`src/rtl/core/ehp_pkg.sv`:
```
// Shared types and constants for the Ethernet / 802.1Q / MPLS header parser.
package ehp_pkg;

  // Reset values of the configuration registers
  localparam logic [15:0] VLAN_TPID_RST         = 16'h8100;
  localparam logic [15:0] MPLS_TYPE_RST         = 16'h8847;
  localparam logic [15:0] MPLS_PAYLOAD_TYPE_RST = 16'h0800;

  // Configuration register indexes
  localparam logic [1:0] CFG_VLAN_TPID         = 2'd0;
  localparam logic [1:0] CFG_MPLS_TYPE         = 2'd1;
  localparam logic [1:0] CFG_MPLS_PAYLOAD_TYPE = 2'd2;

  // Byte offsets inside the Ethernet II header
  localparam logic [7:0] ETH_SRC_START  = 8'd6;
  localparam logic [7:0] ETH_TYPE_START = 8'd12;
  localparam logic [7:0] ETH_LAST_BYTE  = 8'd13;

  // Last byte position inside a 4-byte tag or label
  localparam logic [1:0] WORD_LAST_POS = 2'd3;

  // Depth of the queue between the parser front and the record back end
  localparam int unsigned QUEUE_DEPTH = 4;
  localparam int unsigned QUEUE_PTR_W = $clog2(QUEUE_DEPTH);

  typedef enum logic [1:0] {
    ST_IDLE = 2'd0,
    ST_ETH  = 2'd1,
    ST_VLAN = 2'd2,
    ST_MPLS = 2'd3
  } ehp_stage_t;

  typedef enum logic [1:0] {
    KIND_ETH  = 2'd0,
    KIND_VLAN = 2'd1,
    KIND_MPLS = 2'd2,
    KIND_SUM  = 2'd3
  } ehp_kind_t;

  typedef struct packed {
    logic [15:0] vlan_tpid;
    logic [15:0] mpls_type;
    logic [15:0] mpls_payload_type;
  } ehp_cfg_t;

  // One result record as it leaves the block
  typedef struct packed {
    ehp_kind_t   kind;
    logic [47:0] dest_mac;
    logic [47:0] source_mac;
    logic [15:0] type_value;
    logic [2:0]  priority_bits;
    logic        flag_bit;
    logic [19:0] tag_value;
    logic [7:0]  hop_limit;
    logic [7:0]  l3_offset;
    logic        overflow;
    logic        last;
  } ehp_rec_t;

  // Queue entry: one header record, optionally followed by a summary
  typedef struct packed {
    ehp_kind_t   kind;
    logic [47:0] dest_mac;
    logic [47:0] source_mac;
    logic [15:0] type_value;
    logic [2:0]  priority_bits;
    logic        flag_bit;
    logic [19:0] tag_value;
    logic [7:0]  hop_limit;
    logic        has_sum;
    logic [15:0] sum_type;
    logic [7:0]  sum_offset;
    logic        sum_overflow;
  } ehp_entry_t;

  // Queue status seen by the front and back ends
  typedef struct packed {
    logic full;
    logic empty;
  } ehp_qstat_t;

endpackage

```
`src/rtl/core/ehp_if.sv`:
```
// Valid/ready channel interfaces for frame bytes and parsed records.
interface ehp_in_if;
  logic       valid;
  logic       ready;
  logic [7:0] data_byte;
  logic       first_byte;

  modport source (output valid, output data_byte, output first_byte, input ready);
  modport sink   (input valid, input data_byte, input first_byte, output ready);
endinterface

interface ehp_out_if;
  logic        valid;
  logic        ready;
  logic [1:0]  record_kind;
  logic [47:0] dest_mac;
  logic [47:0] source_mac;
  logic [15:0] type_value;
  logic [2:0]  priority_bits;
  logic        flag_bit;
  logic [19:0] tag_value;
  logic [7:0]  hop_limit;
  logic [7:0]  l3_offset;
  logic        overflow;
  logic        last;

  modport source (
    output valid, output record_kind, output dest_mac, output source_mac,
    output type_value, output priority_bits, output flag_bit, output tag_value,
    output hop_limit, output l3_offset, output overflow, output last,
    input ready
  );
  modport sink (
    input valid, input record_kind, input dest_mac, input source_mac,
    input type_value, input priority_bits, input flag_bit, input tag_value,
    input hop_limit, input l3_offset, input overflow, input last,
    output ready
  );
endinterface

```
`src/rtl/core/ehp_front.sv`:
```
// Byte-level parser front end: walks the headers and queues one entry per header.
module ehp_front #(
  parameter int unsigned MAX_VLAN_TAGS   = 4,
  parameter int unsigned MAX_MPLS_LABELS = 8
) (
  input  logic                clk,
  input  logic                rst_n,
  ehp_in_if.sink              in_ch,
  input  ehp_pkg::ehp_cfg_t   cfg,
  input  ehp_pkg::ehp_qstat_t qstat,
  output logic                push,
  output ehp_pkg::ehp_entry_t entry
);
  import ehp_pkg::*;

  localparam int unsigned VC_W = $clog2(MAX_VLAN_TAGS + 1);
  localparam int unsigned LC_W = $clog2(MAX_MPLS_LABELS + 1);
  localparam logic [VC_W-1:0] VC_MAX = VC_W'(MAX_VLAN_TAGS);
  localparam logic [LC_W-1:0] LC_MAX = LC_W'(MAX_MPLS_LABELS);

  ehp_stage_t      stage_r, stage_nxt, stg_c;
  logic [1:0]      bpos_r, bpos_nxt, bpos_c;
  logic [7:0]      off_r, off_nxt, off_c, off_inc;
  logic [VC_W-1:0] vc_r, vc_nxt, vc_c, vc_inc;
  logic [LC_W-1:0] lc_r, lc_nxt, lc_c, lc_inc;
  logic [47:0]     dest_r, dest_nxt;
  logic [47:0]     src_r, src_nxt;
  logic [31:0]     word_r, word_nxt, word_w;
  logic [15:0]     eth_type;
  logic            accept;

  // Stage that follows a header whose next type is t; idle means summary now
  function automatic ehp_stage_t follow_stage(input logic [15:0] t,
                                              input ehp_cfg_t    c,
                                              input logic        vlan_full);
    ehp_stage_t s;
    if (t == c.vlan_tpid) begin
      s = vlan_full ? ST_IDLE : ST_VLAN;
    end else if (t == c.mpls_type) begin
      s = ST_MPLS;
    end else begin
      s = ST_IDLE;
    end
    return s;
  endfunction

  assign in_ch.ready = !qstat.full;
  assign accept      = in_ch.valid && !qstat.full;

  // A first byte restarts the walk before the byte is processed
  always_comb begin
    stg_c  = in_ch.first_byte ? ST_ETH : stage_r;
    bpos_c = in_ch.first_byte ? 2'd0 : bpos_r;
    off_c  = in_ch.first_byte ? 8'd0 : off_r;
    vc_c   = in_ch.first_byte ? '0 : vc_r;
    lc_c   = in_ch.first_byte ? '0 : lc_r;
  end

  assign off_inc  = off_c + 8'd1;
  assign vc_inc   = vc_c + VC_W'(1);
  assign lc_inc   = lc_c + LC_W'(1);
  assign word_w   = {word_r[23:0], in_ch.data_byte};
  assign eth_type = {word_r[7:0], in_ch.data_byte};

  // Header walk
  always_comb begin
    stage_nxt = stage_r;
    bpos_nxt  = bpos_r;
    off_nxt   = off_r;
    vc_nxt    = vc_r;
    lc_nxt    = lc_r;
    dest_nxt  = dest_r;
    src_nxt   = src_r;
    word_nxt  = word_r;
    push      = 1'b0;
    entry     = '0;
    if (accept && stg_c != ST_IDLE) begin
      stage_nxt = stg_c;
      bpos_nxt  = bpos_c;
      off_nxt   = off_inc;
      vc_nxt    = vc_c;
      lc_nxt    = lc_c;
      entry.sum_offset = off_inc;
      unique case (stg_c)
        ST_ETH: begin
          if (off_c < ETH_SRC_START) begin
            dest_nxt = {dest_r[39:0], in_ch.data_byte};
          end else if (off_c < ETH_TYPE_START) begin
            src_nxt = {src_r[39:0], in_ch.data_byte};
          end else begin
            word_nxt = word_w;
          end
          if (off_c == ETH_LAST_BYTE) begin
            push             = 1'b1;
            entry.kind       = KIND_ETH;
            entry.dest_mac   = dest_r;
            entry.source_mac = src_r;
            entry.type_value = eth_type;
            stage_nxt        = follow_stage(eth_type, cfg, vc_c >= VC_MAX);
            bpos_nxt         = 2'd0;
            entry.has_sum      = (stage_nxt == ST_IDLE);
            entry.sum_type     = eth_type;
            entry.sum_overflow = (eth_type == cfg.vlan_tpid);
          end
        end
        ST_VLAN: begin
          word_nxt = word_w;
          bpos_nxt = bpos_c + 2'd1;
          if (bpos_c == WORD_LAST_POS) begin
            push                = 1'b1;
            entry.kind          = KIND_VLAN;
            entry.type_value    = word_w[15:0];
            entry.priority_bits = word_w[31:29];
            entry.flag_bit      = word_w[28];
            entry.tag_value     = {8'd0, word_w[27:16]};
            vc_nxt              = vc_inc;
            stage_nxt           = follow_stage(word_w[15:0], cfg, vc_inc >= VC_MAX);
            entry.has_sum       = (stage_nxt == ST_IDLE);
            entry.sum_type      = word_w[15:0];
            entry.sum_overflow  = (word_w[15:0] == cfg.vlan_tpid);
          end
        end
        ST_MPLS: begin
          word_nxt = word_w;
          bpos_nxt = bpos_c + 2'd1;
          if (bpos_c == WORD_LAST_POS) begin
            push                = 1'b1;
            entry.kind          = KIND_MPLS;
            entry.priority_bits = word_w[11:9];
            entry.flag_bit      = word_w[8];
            entry.tag_value     = word_w[31:12];
            entry.hop_limit     = word_w[7:0];
            lc_nxt              = lc_inc;
            // Bottom of stack wins over the label limit
            if (word_w[8]) begin
              stage_nxt      = ST_IDLE;
              entry.has_sum  = 1'b1;
              entry.sum_type = cfg.mpls_payload_type;
            end else if (lc_inc >= LC_MAX) begin
              stage_nxt          = ST_IDLE;
              entry.has_sum      = 1'b1;
              entry.sum_type     = cfg.mpls_type;
              entry.sum_overflow = 1'b1;
            end
          end
        end
        default: begin
          stage_nxt = ST_IDLE;
        end
      endcase
    end
  end

  // Control state
  always_ff @(posedge clk) begin
    if (!rst_n) begin
      stage_r <= ST_IDLE;
      bpos_r  <= 2'd0;
      off_r   <= 8'd0;
      vc_r    <= '0;
      lc_r    <= '0;
    end else begin
      stage_r <= stage_nxt;
      bpos_r  <= bpos_nxt;
      off_r   <= off_nxt;
      vc_r    <= vc_nxt;
      lc_r    <= lc_nxt;
    end
  end

  // Header field shifters, fully rewritten before each use
  always_ff @(posedge clk) begin
    dest_r <= dest_nxt;
    src_r  <= src_nxt;
    word_r <= word_nxt;
  end

endmodule

```
`src/rtl/core/ehp_queue.sv`:
```
// Small FIFO of parsed header entries between the front and back ends.
module ehp_queue (
  input  logic                 clk,
  input  logic                 rst_n,
  input  logic                 push,
  input  ehp_pkg::ehp_entry_t  push_entry,
  input  logic                 pop,
  output ehp_pkg::ehp_entry_t  head,
  output ehp_pkg::ehp_qstat_t  qstat
);
  import ehp_pkg::*;

  ehp_entry_t             slot_r [QUEUE_DEPTH];
  logic [QUEUE_PTR_W-1:0] wr_ptr_r, wr_ptr_nxt;
  logic [QUEUE_PTR_W-1:0] rd_ptr_r, rd_ptr_nxt;
  logic [QUEUE_PTR_W:0]   count_r, count_nxt;
  logic                   do_push, do_pop;

  assign qstat.full  = (count_r == (QUEUE_PTR_W+1)'(QUEUE_DEPTH));
  assign qstat.empty = (count_r == '0);
  assign do_push     = push && !qstat.full;
  assign do_pop      = pop && !qstat.empty;
  assign head        = slot_r[rd_ptr_r];

  // Pointer and occupancy update
  always_comb begin
    wr_ptr_nxt = wr_ptr_r;
    rd_ptr_nxt = rd_ptr_r;
    count_nxt  = count_r;
    if (do_push) begin
      wr_ptr_nxt = (wr_ptr_r == QUEUE_PTR_W'(QUEUE_DEPTH - 1)) ? '0 : wr_ptr_r + 1'b1;
    end
    if (do_pop) begin
      rd_ptr_nxt = (rd_ptr_r == QUEUE_PTR_W'(QUEUE_DEPTH - 1)) ? '0 : rd_ptr_r + 1'b1;
    end
    if (do_push && !do_pop) begin
      count_nxt = count_r + 1'b1;
    end else if (do_pop && !do_push) begin
      count_nxt = count_r - 1'b1;
    end
  end

  always_ff @(posedge clk) begin
    if (!rst_n) begin
      wr_ptr_r <= '0;
      rd_ptr_r <= '0;
      count_r  <= '0;
    end else begin
      wr_ptr_r <= wr_ptr_nxt;
      rd_ptr_r <= rd_ptr_nxt;
      count_r  <= count_nxt;
    end
  end

  // Entry storage
  always_ff @(posedge clk) begin
    if (do_push) begin
      slot_r[wr_ptr_r] <= push_entry;
    end
  end

endmodule

```
`src/rtl/core/ehp_back.sv`:
```
// Record back end: expands queue entries into records behind an output register.
module ehp_back (
  input  logic                 clk,
  input  logic                 rst_n,
  input  ehp_pkg::ehp_entry_t  head,
  input  ehp_pkg::ehp_qstat_t  qstat,
  output logic                 pop,
  ehp_out_if.source            out_ch
);
  import ehp_pkg::*;

  logic        out_valid_r, out_valid_nxt;
  logic        sum_pend_r, sum_pend_nxt;
  ehp_rec_t    rec_r, rec_nxt;
  logic [15:0] sum_type_r;
  logic [7:0]  sum_off_r;
  logic        sum_ovf_r;
  logic        load;

  assign load = !out_valid_r || out_ch.ready;
  assign pop  = load && !sum_pend_r && !qstat.empty;

  // Pick the next record: a pending summary goes before the next entry
  always_comb begin
    out_valid_nxt = out_valid_r;
    sum_pend_nxt  = sum_pend_r;
    rec_nxt       = rec_r;
    if (load) begin
      out_valid_nxt = sum_pend_r || !qstat.empty;
      if (sum_pend_r) begin
        sum_pend_nxt       = 1'b0;
        rec_nxt            = '0;
        rec_nxt.kind       = KIND_SUM;
        rec_nxt.type_value = sum_type_r;
        rec_nxt.l3_offset  = sum_off_r;
        rec_nxt.overflow   = sum_ovf_r;
        rec_nxt.last       = 1'b1;
      end else if (!qstat.empty) begin
        sum_pend_nxt          = head.has_sum;
        rec_nxt               = '0;
        rec_nxt.kind          = head.kind;
        rec_nxt.dest_mac      = head.dest_mac;
        rec_nxt.source_mac    = head.source_mac;
        rec_nxt.type_value    = head.type_value;
        rec_nxt.priority_bits = head.priority_bits;
        rec_nxt.flag_bit      = head.flag_bit;
        rec_nxt.tag_value     = head.tag_value;
        rec_nxt.hop_limit     = head.hop_limit;
        rec_nxt.last          = !head.has_sum;
      end
    end
  end

  always_ff @(posedge clk) begin
    if (!rst_n) begin
      out_valid_r <= 1'b0;
      sum_pend_r  <= 1'b0;
    end else begin
      out_valid_r <= out_valid_nxt;
      sum_pend_r  <= sum_pend_nxt;
    end
  end

  // Payload registers
  always_ff @(posedge clk) begin
    rec_r <= rec_nxt;
    if (pop) begin
      sum_type_r <= head.sum_type;
      sum_off_r  <= head.sum_offset;
      sum_ovf_r  <= head.sum_overflow;
    end
  end

  assign out_ch.valid         = out_valid_r;
  assign out_ch.record_kind   = rec_r.kind;
  assign out_ch.dest_mac      = rec_r.dest_mac;
  assign out_ch.source_mac    = rec_r.source_mac;
  assign out_ch.type_value    = rec_r.type_value;
  assign out_ch.priority_bits = rec_r.priority_bits;
  assign out_ch.flag_bit      = rec_r.flag_bit;
  assign out_ch.tag_value     = rec_r.tag_value;
  assign out_ch.hop_limit     = rec_r.hop_limit;
  assign out_ch.l3_offset     = rec_r.l3_offset;
  assign out_ch.overflow      = rec_r.overflow;
  assign out_ch.last          = rec_r.last;

endmodule

```
`src/rtl/core/ethernet_vlan_mpls_header_parser_unit.sv`:
```
// Top level of the Ethernet II / 802.1Q / MPLS header parser.
//
// in_ch carries frame bytes in wire order; first_byte marks byte 0 of a frame
// and restarts the parse. out_ch carries one record per parsed header (Ethernet,
// VLAN tag, MPLS label) and a summary record with the L3 offset and protocol;
// last marks the final record caused by one byte. Bytes after the summary and
// bytes seen while idle produce nothing.
// Throughput: one byte per clock while the entry queue has room. A byte that
// completes a header yields one record (and a summary record when the walk
// ends); the output port moves one record per clock while the receiver is ready,
// so header bytes outrun records only briefly. A record is written into the entry
// queue on the edge that accepts the byte completing it and is then loaded into
// the output register once that register is empty or taken; a summary record follows it.
// When the receiver stalls, the output register holds, the 4-entry queue fills,
// and in_ch.ready drops once the queue is full.
// Reset (rst_n, synchronous) idles the parser, empties the queue and restores
// the type registers to 0x8100, 0x8847 and 0x0800. cfg_we writes register
// cfg_addr (0 VLAN TPID, 1 MPLS type, 2 MPLS payload type).
module ethernet_vlan_mpls_header_parser_unit #(
  parameter int unsigned MAX_VLAN_TAGS   = 4,
  parameter int unsigned MAX_MPLS_LABELS = 8
) (
  input  logic        clk,
  input  logic        rst_n,
  ehp_in_if.sink      in_ch,
  ehp_out_if.source   out_ch,
  input  logic        cfg_we,
  input  logic [1:0]  cfg_addr,
  input  logic [15:0] cfg_wdata
);
  import ehp_pkg::*;

  ehp_cfg_t   cfg_r;
  ehp_entry_t push_entry;
  ehp_entry_t head;
  ehp_qstat_t qstat;
  logic       push;
  logic       pop;

  // Configuration registers
  always_ff @(posedge clk) begin
    if (!rst_n) begin
      cfg_r.vlan_tpid         <= VLAN_TPID_RST;
      cfg_r.mpls_type         <= MPLS_TYPE_RST;
      cfg_r.mpls_payload_type <= MPLS_PAYLOAD_TYPE_RST;
    end else if (cfg_we) begin
      unique case (cfg_addr)
        CFG_VLAN_TPID:         cfg_r.vlan_tpid         <= cfg_wdata;
        CFG_MPLS_TYPE:         cfg_r.mpls_type         <= cfg_wdata;
        CFG_MPLS_PAYLOAD_TYPE: cfg_r.mpls_payload_type <= cfg_wdata;
        default: ;
      endcase
    end
  end

  ehp_front #(
    .MAX_VLAN_TAGS  (MAX_VLAN_TAGS),
    .MAX_MPLS_LABELS(MAX_MPLS_LABELS)
  ) u_front (
    .clk  (clk),
    .rst_n(rst_n),
    .in_ch(in_ch),
    .cfg  (cfg_r),
    .qstat(qstat),
    .push (push),
    .entry(push_entry)
  );

  ehp_queue u_queue (
    .clk       (clk),
    .rst_n     (rst_n),
    .push      (push),
    .push_entry(push_entry),
    .pop       (pop),
    .head      (head),
    .qstat     (qstat)
  );

  ehp_back u_back (
    .clk   (clk),
    .rst_n (rst_n),
    .head  (head),
    .qstat (qstat),
    .pop   (pop),
    .out_ch(out_ch)
  );

endmodule

```
`src/flat_wrapper.sv`:
```
// flat-port wrapper written by rule: the top's interface ports become plain ports
module ethernet_vlan_mpls_header_parser_unit_flat import ehp_pkg::*;
#(
  parameter int unsigned MAX_VLAN_TAGS   = 4,
  parameter int unsigned MAX_MPLS_LABELS = 8
)
  (clk, rst_n, cfg_we, cfg_addr, cfg_wdata, in_ch_valid, in_ch_data_byte, in_ch_first_byte, in_ch_ready, out_ch_valid, out_ch_record_kind, out_ch_dest_mac, out_ch_source_mac, out_ch_type_value, out_ch_priority_bits, out_ch_flag_bit, out_ch_tag_value, out_ch_hop_limit, out_ch_l3_offset, out_ch_overflow, out_ch_last, out_ch_ready);
  ehp_in_if in_ch_i ();
  ehp_out_if out_ch_i ();
  input  logic clk;
  input  logic rst_n;
  input  logic cfg_we;
  input  logic [1:0] cfg_addr;
  input  logic [15:0] cfg_wdata;
  input wire logic [$bits(in_ch_i.valid)-1:0] in_ch_valid;
  input wire logic [$bits(in_ch_i.data_byte)-1:0] in_ch_data_byte;
  input wire logic [$bits(in_ch_i.first_byte)-1:0] in_ch_first_byte;
  output wire logic [$bits(in_ch_i.ready)-1:0] in_ch_ready;
  output wire logic [$bits(out_ch_i.valid)-1:0] out_ch_valid;
  output wire logic [$bits(out_ch_i.record_kind)-1:0] out_ch_record_kind;
  output wire logic [$bits(out_ch_i.dest_mac)-1:0] out_ch_dest_mac;
  output wire logic [$bits(out_ch_i.source_mac)-1:0] out_ch_source_mac;
  output wire logic [$bits(out_ch_i.type_value)-1:0] out_ch_type_value;
  output wire logic [$bits(out_ch_i.priority_bits)-1:0] out_ch_priority_bits;
  output wire logic [$bits(out_ch_i.flag_bit)-1:0] out_ch_flag_bit;
  output wire logic [$bits(out_ch_i.tag_value)-1:0] out_ch_tag_value;
  output wire logic [$bits(out_ch_i.hop_limit)-1:0] out_ch_hop_limit;
  output wire logic [$bits(out_ch_i.l3_offset)-1:0] out_ch_l3_offset;
  output wire logic [$bits(out_ch_i.overflow)-1:0] out_ch_overflow;
  output wire logic [$bits(out_ch_i.last)-1:0] out_ch_last;
  input wire logic [$bits(out_ch_i.ready)-1:0] out_ch_ready;
  assign in_ch_i.valid = in_ch_valid;
  assign in_ch_i.data_byte = in_ch_data_byte;
  assign in_ch_i.first_byte = in_ch_first_byte;
  assign in_ch_ready = in_ch_i.ready;
  assign out_ch_valid = out_ch_i.valid;
  assign out_ch_record_kind = out_ch_i.record_kind;
  assign out_ch_dest_mac = out_ch_i.dest_mac;
  assign out_ch_source_mac = out_ch_i.source_mac;
  assign out_ch_type_value = out_ch_i.type_value;
  assign out_ch_priority_bits = out_ch_i.priority_bits;
  assign out_ch_flag_bit = out_ch_i.flag_bit;
  assign out_ch_tag_value = out_ch_i.tag_value;
  assign out_ch_hop_limit = out_ch_i.hop_limit;
  assign out_ch_l3_offset = out_ch_i.l3_offset;
  assign out_ch_overflow = out_ch_i.overflow;
  assign out_ch_last = out_ch_i.last;
  assign out_ch_i.ready = out_ch_ready;
  ethernet_vlan_mpls_header_parser_unit #(.MAX_VLAN_TAGS(MAX_VLAN_TAGS), .MAX_MPLS_LABELS(MAX_MPLS_LABELS)) u_core (.clk(clk), .rst_n(rst_n), .in_ch(in_ch_i), .out_ch(out_ch_i), .cfg_we(cfg_we), .cfg_addr(cfg_addr), .cfg_wdata(cfg_wdata));
endmodule
```
`config.mk`:
```
export PLATFORM = sky130hd
export DESIGN_NAME = ethernet_vlan_mpls_header_parser_unit_flat
export DESIGN_NICKNAME = d
export VERILOG_FILES = /design/src/rtl/core/ehp_pkg.sv /design/src/rtl/core/ehp_if.sv /design/src/rtl/core/ehp_front.sv /design/src/rtl/core/ehp_queue.sv /design/src/rtl/core/ehp_back.sv /design/src/rtl/core/ethernet_vlan_mpls_header_parser_unit.sv /design/src/flat_wrapper.sv
export SDC_FILE = /design/constraint.sdc
export NUM_CORES = 1
export LEC_CHECK = 0
export BUFFER_PORTS_ARGS = -buffer_cell sky130_fd_sc_hd__buf_2
export CORE_UTILIZATION = 51
export DETAILED_ROUTE_END_ITERATION = 8
export PLACE_DENSITY = 0.68
export SLEW_MARGIN = 20
export SYNTH_ARGS = -nofsm -noshare
export SYNTH_HDL_FRONTEND = slang
export SYNTH_SLANG_ARGS = --single-unit
```
`constraint.sdc`:
```
create_clock -name clk -period 8.12 [get_ports clk]
set_clock_uncertainty 0.15 [all_clocks]
set_input_delay 1.218 -clock clk [delete_from_list [all_inputs] [get_ports clk]]
set_output_delay 1.218 -clock clk [all_outputs]
set_load 0.01 [all_outputs]
```
Yosys cells after proc, flatten, opt, wreduce, memory -nomap -nowiden
Memories as Yosys holds them, arrays and structs flattened. A register that Yosys moved wholly into a read port is not among the register bits.
Cells that the tools add are included.
{"block": "classes", "n_addsub": 8, "multipliers": 0, "div_mod_pow": 0, "n_lt_le_gt_ge": 5, "eq_ne": 15, "shift": 0, "mux": 69, "bitwise_logic": 1, "reduce_logical": 32}
{"op": "2-to-1 mux 172 bit", "count": 1}
{"op": "2-to-1 mux 156 bit", "count": 1}
{"op": "2-to-1 mux 112 bit", "count": 1}
{"op": "2-to-1 mux 96 bit", "count": 1}
{"op": "one-hot mux 24 bit (2 select lines)", "count": 2}
{"op": "2-to-1 mux 17 bit", "count": 4}
{"op": "2-to-1 mux 58 bit", "count": 1}
{"op": "one-hot mux 17 bit (3 select lines)", "count": 1}
{"op": "2-to-1 mux 49 bit", "count": 1}
{"op": "2-to-1 mux 2 bit", "count": 24}
{"op": "2-to-1 mux 24 bit", "count": 2}
{"op": "2-to-1 mux 40 bit", "count": 1}
{"op": "== test 16 bit", "count": 2}
{"op": "one-hot mux 16 bit (2 select lines)", "count": 1}
{"op": "2-to-1 mux 8 bit", "count": 2}
{"op": "2-to-1 mux 3 bit", "count": 5}
{"op": "2-to-1 mux 1 bit", "count": 13}
{"op": "== test 2 bit, second input constant", "count": 6}
{"op": "2-to-1 mux 4 bit", "count": 3}
{"op": "one-hot mux 2 bit (3 select lines)", "count": 2}
{"op": "adder 8 x 1 -> 8 bit, second input constant", "count": 1}
{"op": "== test 8 x 4 -> 1 bit, second input constant", "count": 1}
{"op": "logical AND 1 bit", "count": 8}
{"op": "< comparator 8 x 3 -> 1 bit, second input constant", "count": 1}
{"op": "24 further kinds", "count": 45}
{"block": "word_totals", "register_bits": 377, "latchBits": 0, "mem_bits_rw": 688, "romBits": 0, "inputBits": 32, "output_inout_bits": 158, "n_memories": 1}
{"memory": "u_core.u_queue.slot_r", "depth": 4, "width": 172, "read_ports": 1, "rd_clocked_by_memory_dff": 1, "wr": 1, "line_no": "ehp_queue.sv:13", "source": "ehp_entry_t slot_r [QUEUE_DEPTH];"}

Longest topological paths before layout
Gate-level depths: netlist of the first run.
{"block": "depth", "word_depth": 12, "ltp_mapped": 12, "depth_no_buf": 11}

Cells and area by module
Synthesis of the first run repeated with hierarchy kept, for this count alone.
{"block": "hier_totals", "hier_cells": 2081, "hier_area_um2": 40855.4}
{"mod": "ehp_queue", "instances": 1, "cells_each": 949, "area_per_inst_um2": 25256.7, "seq_area_each_um2": 20840.0}
{"mod": "ehp_back", "instances": 1, "cells_each": 366, "area_per_inst_um2": 6865.3, "seq_area_each_um2": 5475.3}
{"mod": "ehp_front", "instances": 1, "cells_each": 581, "area_per_inst_um2": 6845.3, "seq_area_each_um2": 3983.8}
{"mod": "ethernet_vlan_mpls_header_parser_unit", "instances": 1, "cells_each": 185, "area_per_inst_um2": 1888.1, "seq_area_each_um2": 960.9}

Worst setup path after synthesis of the first run
OpenSTA, ideal clock, no wires.
{"block": "synth_timing", "kind": "input port to flip-flop", "from": "input port in_ch_first_byte", "to": "register u_core.u_front.dest_r[0], enable pin", "setup_time_ns": 0.602, "arrival_ns": 7.966, "setup_slack_ns": -0.599, "stages": 8, "n_path_buf": 3, "cell_sequence": "nor2b_1 > clkbuf_1 > inv_1 > ha_1 > nand3b_2 > buf_2 > clkbuf_1 > a2111oi_1"}
{"block": "synth_via", "elab_chain_len": 4}
{"item": "start, declared", "line_no": "flat_wrapper.sv:17", "source": "input wire logic [$bits(in_ch_i.first_byte)-1:0] in_ch_first_byte;"}
{"item": "parallel branches: the longest is 3 deep, another holds < comparator 8 x 3 -> 1 bit"}
{"item": "AND reduction 3 bit (no source line) (*)"}
{"item": "end signal, assigned", "line_no": "ehp_front.sv:173", "source": "dest_r <= dest_nxt;"}
{"item": "end, declared", "line_no": "ehp_front.sv:26", "source": "logic [47:0] dest_r, dest_nxt;"}
Mark *: on every way between the ends.
A chain may end at the register's enable or synchronous reset.

Worst setup path in the final report of the first run
{"block": "layout_timing", "from": "input port in_ch_first_byte", "to": "memory u_core.u_queue.slot_r[3][106] in the netlist's numbering, enable pin"}
{"block": "layout_via", "elab_chain_len": 8}
{"item": "2-to-1 mux 8 bit (tied with other cells)", "line_no": "ehp_front.sv:54", "source": "off_c = in_ch.first_byte ? 8'd0 : off_r;"}
{"item": "== test 8 x 4 -> 1 bit (tied with other cells)", "line_no": "ehp_front.sv:93", "source": "if (off_c == ETH_LAST_BYTE) begin"}
{"item": "2-to-1 mux 1 bit (tied with other cells)", "line_no": "ehp_front.sv:93"}
{"item": "one-hot mux 1 bit (2 select lines)", "line_no": "ehp_front.sv:84", "source": "unique case (stg_c)"}
{"item": "2-to-1 mux 1 bit (*)", "line_no": "ehp_front.sv:77", "source": "if (accept && stg_c != ST_IDLE) begin"}
{"item": "logical AND 1 bit (*)", "line_no": "ehp_queue.sv:21", "source": "assign do_push = push && !qstat.full;"}
{"item": "via u_core.u_queue.do_push", "line_no": "ehp_queue.sv:17", "source": "logic do_push, do_pop;"}
{"item": "2-to-1 mux 1 bit (*)", "line_no": "ehp_queue.sv:57", "source": "if (do_push) begin"}
{"item": "2-to-1 mux 1 bit (not written as such) (*)", "line_no": "ehp_queue.sv:58", "source": "slot_r[wr_ptr_r] <= push_entry;"}
{"item": "end, declared", "line_no": "ehp_queue.sv:13"}
The timed path passes the listed nets; every way through them passes the cells marked *.

==> out/results.ini, run 1 <==
[synth]
ys.flop_type = edfxtp_1
yosysSeqAreaShare_pct = 77.23
synth-edff-count = 989
syn_nets = 2149
avgSynthCellArea_um2 = 19.27
syn_area_um2 = 40480
synth-seq-cells = 1067
yosys_warnings = 0
netlist_instances = 2101
async_flop_share_pct = 0
synth_cell_types = 65

[timing]
worst_pin_slew_ns = 1.038
slew_viol_final = 0
finalCritPeriodShare_pct = 56.26
rsz0062_at_grt = no
fin_crit_ns = 4.568
setup_ws_ns = 3.552
hold_viol_final = 0
tns_ns = 0
relSlewSlack_pct = 30.78
setup_viol = 0
fmax_ghz = 0.2189

[grt]
grt_first_pass_wirelength_um = 120400
overflow = 0
grt_usage_pct = 19.74
grt_pass1_vias = 19770
antenna_found_initial = 3
grt_max_degree = 128

[worst_setup_path]
crit_arrival_ns = 4.72
reg2reg_from = u_core.u_front.stage_r[1]$_SDFFE_PN0P_
path_class = in -> reg
start_kind = input port
cp_max_fo = 61
end_kind = flop
crit_start = in_ch_first_byte
required_ns = 8.27

[power_and_ir_drop]
ir_drop_mv = 0.1557
power_density_nw_per_um2 = 293.1
p_leak_nw = 14.60

[detailed_routing]
drc_errors = 0
dr.pass1.iters = 6
wl_met1_um = 34550
via_per_inst = 5.634
wirelength_um = 79230
wl_met3_um = 4444
top_layer = met4
wire_per_inst_um = 23.05
ant_nets = 0
drt_iter0_drc = 1679
wl_met2_um = 38950
num_vias = 19370

[placement]
gp_congestion = 0.8104
port-buffer-count = 189
detailed_place_hpwl_um = 45310
pre_cts_ws_ns = 2.887
place_inst = 3246

[floorplan]
core_um2 = 77980
row_count = 102
die_area_um2 = 80500
io_pins = 190
die_h_um = 283.7
start_util_pct = 51.91
die_w_um = 283.7

[final_layout]
multi_input_area_um2 = 8745
layout.cells.most_common = edfxtp_1
drive_above_1_share_pct = 24.11
nets = 2359
layout_common_cells = edfxtp_1 (989), buf_2 (189), mux4_2 (172), nor2b_1 (156), and2_1 (136)
layout.cells.non_filler = 3438
nFillCells = 5564
syn2layout_area_growth_pct = 13.71
seqCellArea_um2 = 31270

[worst_hold_path]
hold_class = reg -> reg
worstHoldStart = u_core.u_front.dest_r[15]$_DFFE_PP_

[clocking]
cts_sinks = 1067
post-cts-setup-buffers = 0
path_clk_slew_ns = 0.06
hold_buffers = 0
clk_path_buf_depth = 3
cts_resized = 0
htreeDepth = 3
cts_tree = done
numCtsBuffers = 103
clock_latency_ns = 0.66
root_buffer = clkbuf_16

[status]
status = finished clean

[run]
max_cap_viol_count = 0

[routing by layer]
metal | vias to the layer above | global-route usage (%)
li1 | 8626 | -
met1 | 10080 | 27.85
met2 | 581 | 32.22
met3 | 88 | 3.223
met4 | 0 | 5.135
met5 | - | 0
[synthesized netlist by cell type, types with 8 or more instances]
cell type,n,area [um2]
a222oi_1,10,100.1
nor2b_1,156,975.9
a21boi_0,39,292.8
nor3_1,8,40.04
clkbuf_1,60,225.2
o21ai_0,27,135.1
mux2_2,16,180.2
o21ai_1,8,40.04
xnor2_1,21,183.9
a22oi_1,20,150.1
nor2_1,31,116.4
buf_2,29,145.1
xor2_1,21,183.9
dfxtp_1,78,1562
and3_1,11,68.82
ha_1,15,187.7
nand2_1,117,439.2
buf_1,10,37.54
inv_1,9,33.78
nand3_1,18,90.09
edfxtp_1,989,29700
mux4_2,172,3874
and2_1,140,875.8
[through the flow]
stage / area (um2) / hold slack, ns / utilization, % / power (mW)
final: 46030 / 0.2733 / 59.02 / 13.49
after floorplan: 40490 / 0.2674 / - / 8.127
after CTS: 46020 / 0.2699 / 59.02 / 13.65
after global routing: 46020 / 0.2818 / 59.02 / 14.01
after global placement: 42600 / 0.2744 / 54.63 / 8.869
after detailed placement: 42600 / 0.2747 / 54.63 / 8.889
[final cells by class]
cell class / instances / area share (%)
Inverter: 9 / 0.07340
Clock buffer: 139 / 6.117
Antenna cell: 1 / 0.005437
Sequential cell: 1067 / 67.94
Tap cell: 1040 / 2.827
Clock inverter: 52 / 1.316
Timing Repair Buffer: 213 / 2.718
Multi-Input combinational cell: 917 / 19.00
[final timing paths]
kind	slack [ns]	endpoint	cells past startpoint
max	3.55	u_core.u_queue.slot_r[3][106]$_DFFE_PP_	8
min	0.27	u_core.u_front.dest_r[23]$_DFFE_PP_	0
max reg2reg	4.22	u_core.u_queue.slot_r[3][106]$_DFFE_PP_	7
min reg2reg	0.27	u_core.u_front.dest_r[23]$_DFFE_PP_	0
[where the power goes]
group          internal (mW)  total (mW)  leakage (nW)  switching, mW
Clock                   2.82        4.78          1.67           1.96
Combinational          0.663        1.74          3.42           1.08
Sequential              6.67        6.97          9.51          0.293
Total                   10.2        13.5          14.6           3.34
[cell families after synthesis]
| logic type | after synthesis | share of synthesized area (%) |
|---|---|---|
| AO/OA/AOI/OAI | 141 | 2.547 |
| XOR/XNOR | 42 | 0.9088 |
| adder cells (fa/ha/maj) | 16 | 0.5131 |
| buffers and inverters | 117 | 1.286 |
| flip-flops | 1067 | 77.23 |
| multiplexers | 194 | 10.16 |
| AND/OR/NAND/NOR | 524 | 7.354 |
[registers in the layout (all words and copies together) (netlist names), 4 cells and up, named ones only]
register                         count
u_core.u_queue.slot_r              688
u_core.cfg_r                        48
u_core.u_back.out_ch.dest_mac       48
u_core.u_back.out_ch.source_mac     48
u_core.u_front.dest_r               48
u_core.u_front.src_r                48
u_core.u_front.word_r               24
u_core.u_back.out_ch.tag_value      20
u_core.u_back.out_ch.type_value     16
u_core.u_back.sum_type_r            16
u_core.u_back.out_ch.hop_limit       8
u_core.u_back.out_ch.l3_offset       8
u_core.u_back.sum_off_r              8
u_core.u_front.off_r                 8
u_core.u_front.lc_r                  4
[worst max-delay path: stages]
cell	delay, ns
buf_2	0.33
nor2b_1	0.85
inv_1	0.21
ha_1	0.27
nand3b_2	0.23
a21oi_4	0.24
and2_4	0.82
buf_12	0.46
No activity file was read; power rests on OpenSTA's default activity.
==> inputs of run 2 (changes only) <==
clock period = 3.7 ns   (was 8.12 ns; I/O delays follow)
==> out/results.ini, run 2 (synthesis gave the netlist of run 1 again) <==
[status]
status = finished clean

[power_and_ir_drop]
p_leak_nw = 14.86
power_density_nw_per_um2 = 639.3
ir_drop_mv = 0.6967

[grt]
overflow = 0
grt_max_degree = 108
grt_usage_pct = 20.26
antenna_found_initial = 6
grt_pass1_vias = 20280
grt_first_pass_wirelength_um = 123300

[worst_setup_path]
path_class = reg -> reg
r2r_cells = 10
required_ns = 4.14
r2r_end = u_core.u_queue.count_r[2]$_SDFFE_PN0P_
reg2reg_from = u_core.u_front.off_r[0]$_SDFFE_PN0P_
end_kind = flop
crit_arrival_ns = 3.32
start_kind = flop
cp_max_fo = 6
r2r_setup_slack_ns = 0.82

[clocking]
post-cts-setup-buffers = 0
path_clk_slew_ns = 0.06
numCtsBuffers = 106
root_buffer = clkbuf_16
clk_path_buf_depth = 3
htreeDepth = 3
cts_tree = done
cts_sinks = 1067
clock_latency_ns = 0.67

[floorplan]
die_area_um2 = 80500
core_um2 = 77980
row_count = 102
die_w_um = 283.7
start_util_pct = 51.91
io_pins = 190
die_h_um = 283.7

[timing]
tns_ns = 0
slew_viol_final = 0
hold_viol_final = 0
worst_pin_slew_ns = 0.9601
rsz0062_at_grt = no
fmax_ghz = 0.3470
fin_crit_ns = 2.882
relSlewSlack_pct = 35.71
setup_viol = 0
setup_ws_ns = 0.8178
finalCritPeriodShare_pct = 77.90

[detailed_routing]
ant_nets = 0
drc_errors = 0
dr.pass1.iters = 6
drt_iter0_drc = 1615
num_vias = 19570
wirelength_um = 80420
wire_per_inst_um = 23.08
via_per_inst = 5.616

[worst_hold_path]
worstHoldStart = cfg_wdata[10]
min_to = u_core.cfg_r[26]$_SDFFE_PN0P_
hold_path_depth = 3
hold_class = in -> reg

[placement]
port-buffer-count = 189
pre_cts_ws_ns = 0.4242
detailed_place_hpwl_um = 48810
gp_congestion = 0.8745

[final_layout]
nets = 2402
antenna-diode-count = 0
layout_common_cells = edfxtp_1 (989), buf_2 (189), mux4_2 (172), nor2b_1 (155), and2_1 (136)
layout.cells.most_common = edfxtp_1
syn2layout_area_growth_pct = 15.05
drive_above_1_share_pct = 25.25
regMostFlops = u_core.u_queue.slot_r
largest_reg_flops = 688

[run]
max_cap_viol_count = 0

## run 2: cell types whose count changed in the layout (fill, tap and decap cells not counted), sizes merged
cell,delta
buf,+29
dlygate4sd3,+11
clkinv,+5
inv,+5
bufinv,-3
clkbuf,-3
clkinvlp,+3
diode,-1
## run 2: per-layer routing
| layer | up-vias | global-route usage [%] | wire length (um) |
|---|---|---|---|
| li1 | 8722 | - | - |
| met1 | 10020 | 27.34 | 32860 |
| met2 | 700 | 33.07 | 39720 |
| met3 | 118 | 4.204 | 5743 |
| met4 | 2 | 6.716 | 2076 |
| met5 | - | 0 | 10 |
## run 2: metrics by stage
| step | hold slack, ns | cells | power, mW | area, um2 | utilization (%) |
|---|---|---|---|---|---|
| final | 0.03253 | 3484 | 29.77 | 46570 | 59.72 |
| after global routing | 0.03152 | 3484 | 30.93 | 46570 | 59.72 |
| after CTS | 0.0002334 | 3484 | 30.17 | 46570 | 59.72 |
| after detailed placement | 0.2743 | 3275 | 19.68 | 43020 | 55.17 |
| after global placement | 0.2716 | 3275 | 19.64 | 43020 | 55.17 |
| after floorplan | 0.2674 | 2101 | 17.80 | 40580 | - |
## run 2: final cells by class
type                    instances  area, um2
flip-flops and latches       1067      31270
inverters                       9      36.28
multi-input cells             917       8780
well taps                    1040       1301
fillers                      5618      31410
clock buffers                 136       2828
clock inverters                62      610.6
repair buffers                253       1742
## run 2: repair_timing
item / 4_1_cts / 5_1_grt
hold buffers: 11 / 0
hold endpoints to repair: 22 / 0
resized for setup: 0 / 0
## run 2: worst max-delay path by stage
| stage | endpoint | start | slack [ns] | depth (start not counted) |
|---|---|---|---|---|
| final | u_core.u_queue.count_r[2]$_SDFFE_PN0P_ | u_core.u_front.off_r[0]$_SDFFE_PN0P_ | 0.82 | 10 |
| after global routing | u_core.u_queue.count_r[2]$_SDFFE_PN0P_ | u_core.u_front.off_r[0]$_SDFFE_PN0P_ | 0.68 | 10 |
| after CTS | u_core.u_queue.count_r[2]$_SDFFE_PN0P_ | u_core.u_front.off_r[0]$_SDFFE_PN0P_ | 0.85 | 10 |
| after detailed placement | u_core.u_queue.count_r[2]$_SDFFE_PN0P_ | in_ch_first_byte | 0.42 | 11 |
| after global placement | u_core.u_queue.count_r[2]$_SDFFE_PN0P_ | in_ch_first_byte | 0.41 | 12 |
| after floorplan | u_core.u_queue.slot_r[0][0]$_DFFE_PP_ | in_ch_first_byte | -0.66 | 6 |
## run 2: worst max-delay path: stages (launching register included)
cell and delay, ns:
dfxtp_1 0.41, nor2b_1 0.28, ha_1 0.25, o2111ai_2 0.21, a21oi_4 0.22, ha_1 0.20, inv_1 0.06, fa_1 0.37
xor2_1 0.18, or3_1 0.30, a21boi_0 0.17
## run 2: report_power, final
part	internal (mW)	switching, mW
Combinational	1.55	2.49
Clock	6.07	4.42
Sequential	14.6	0.596
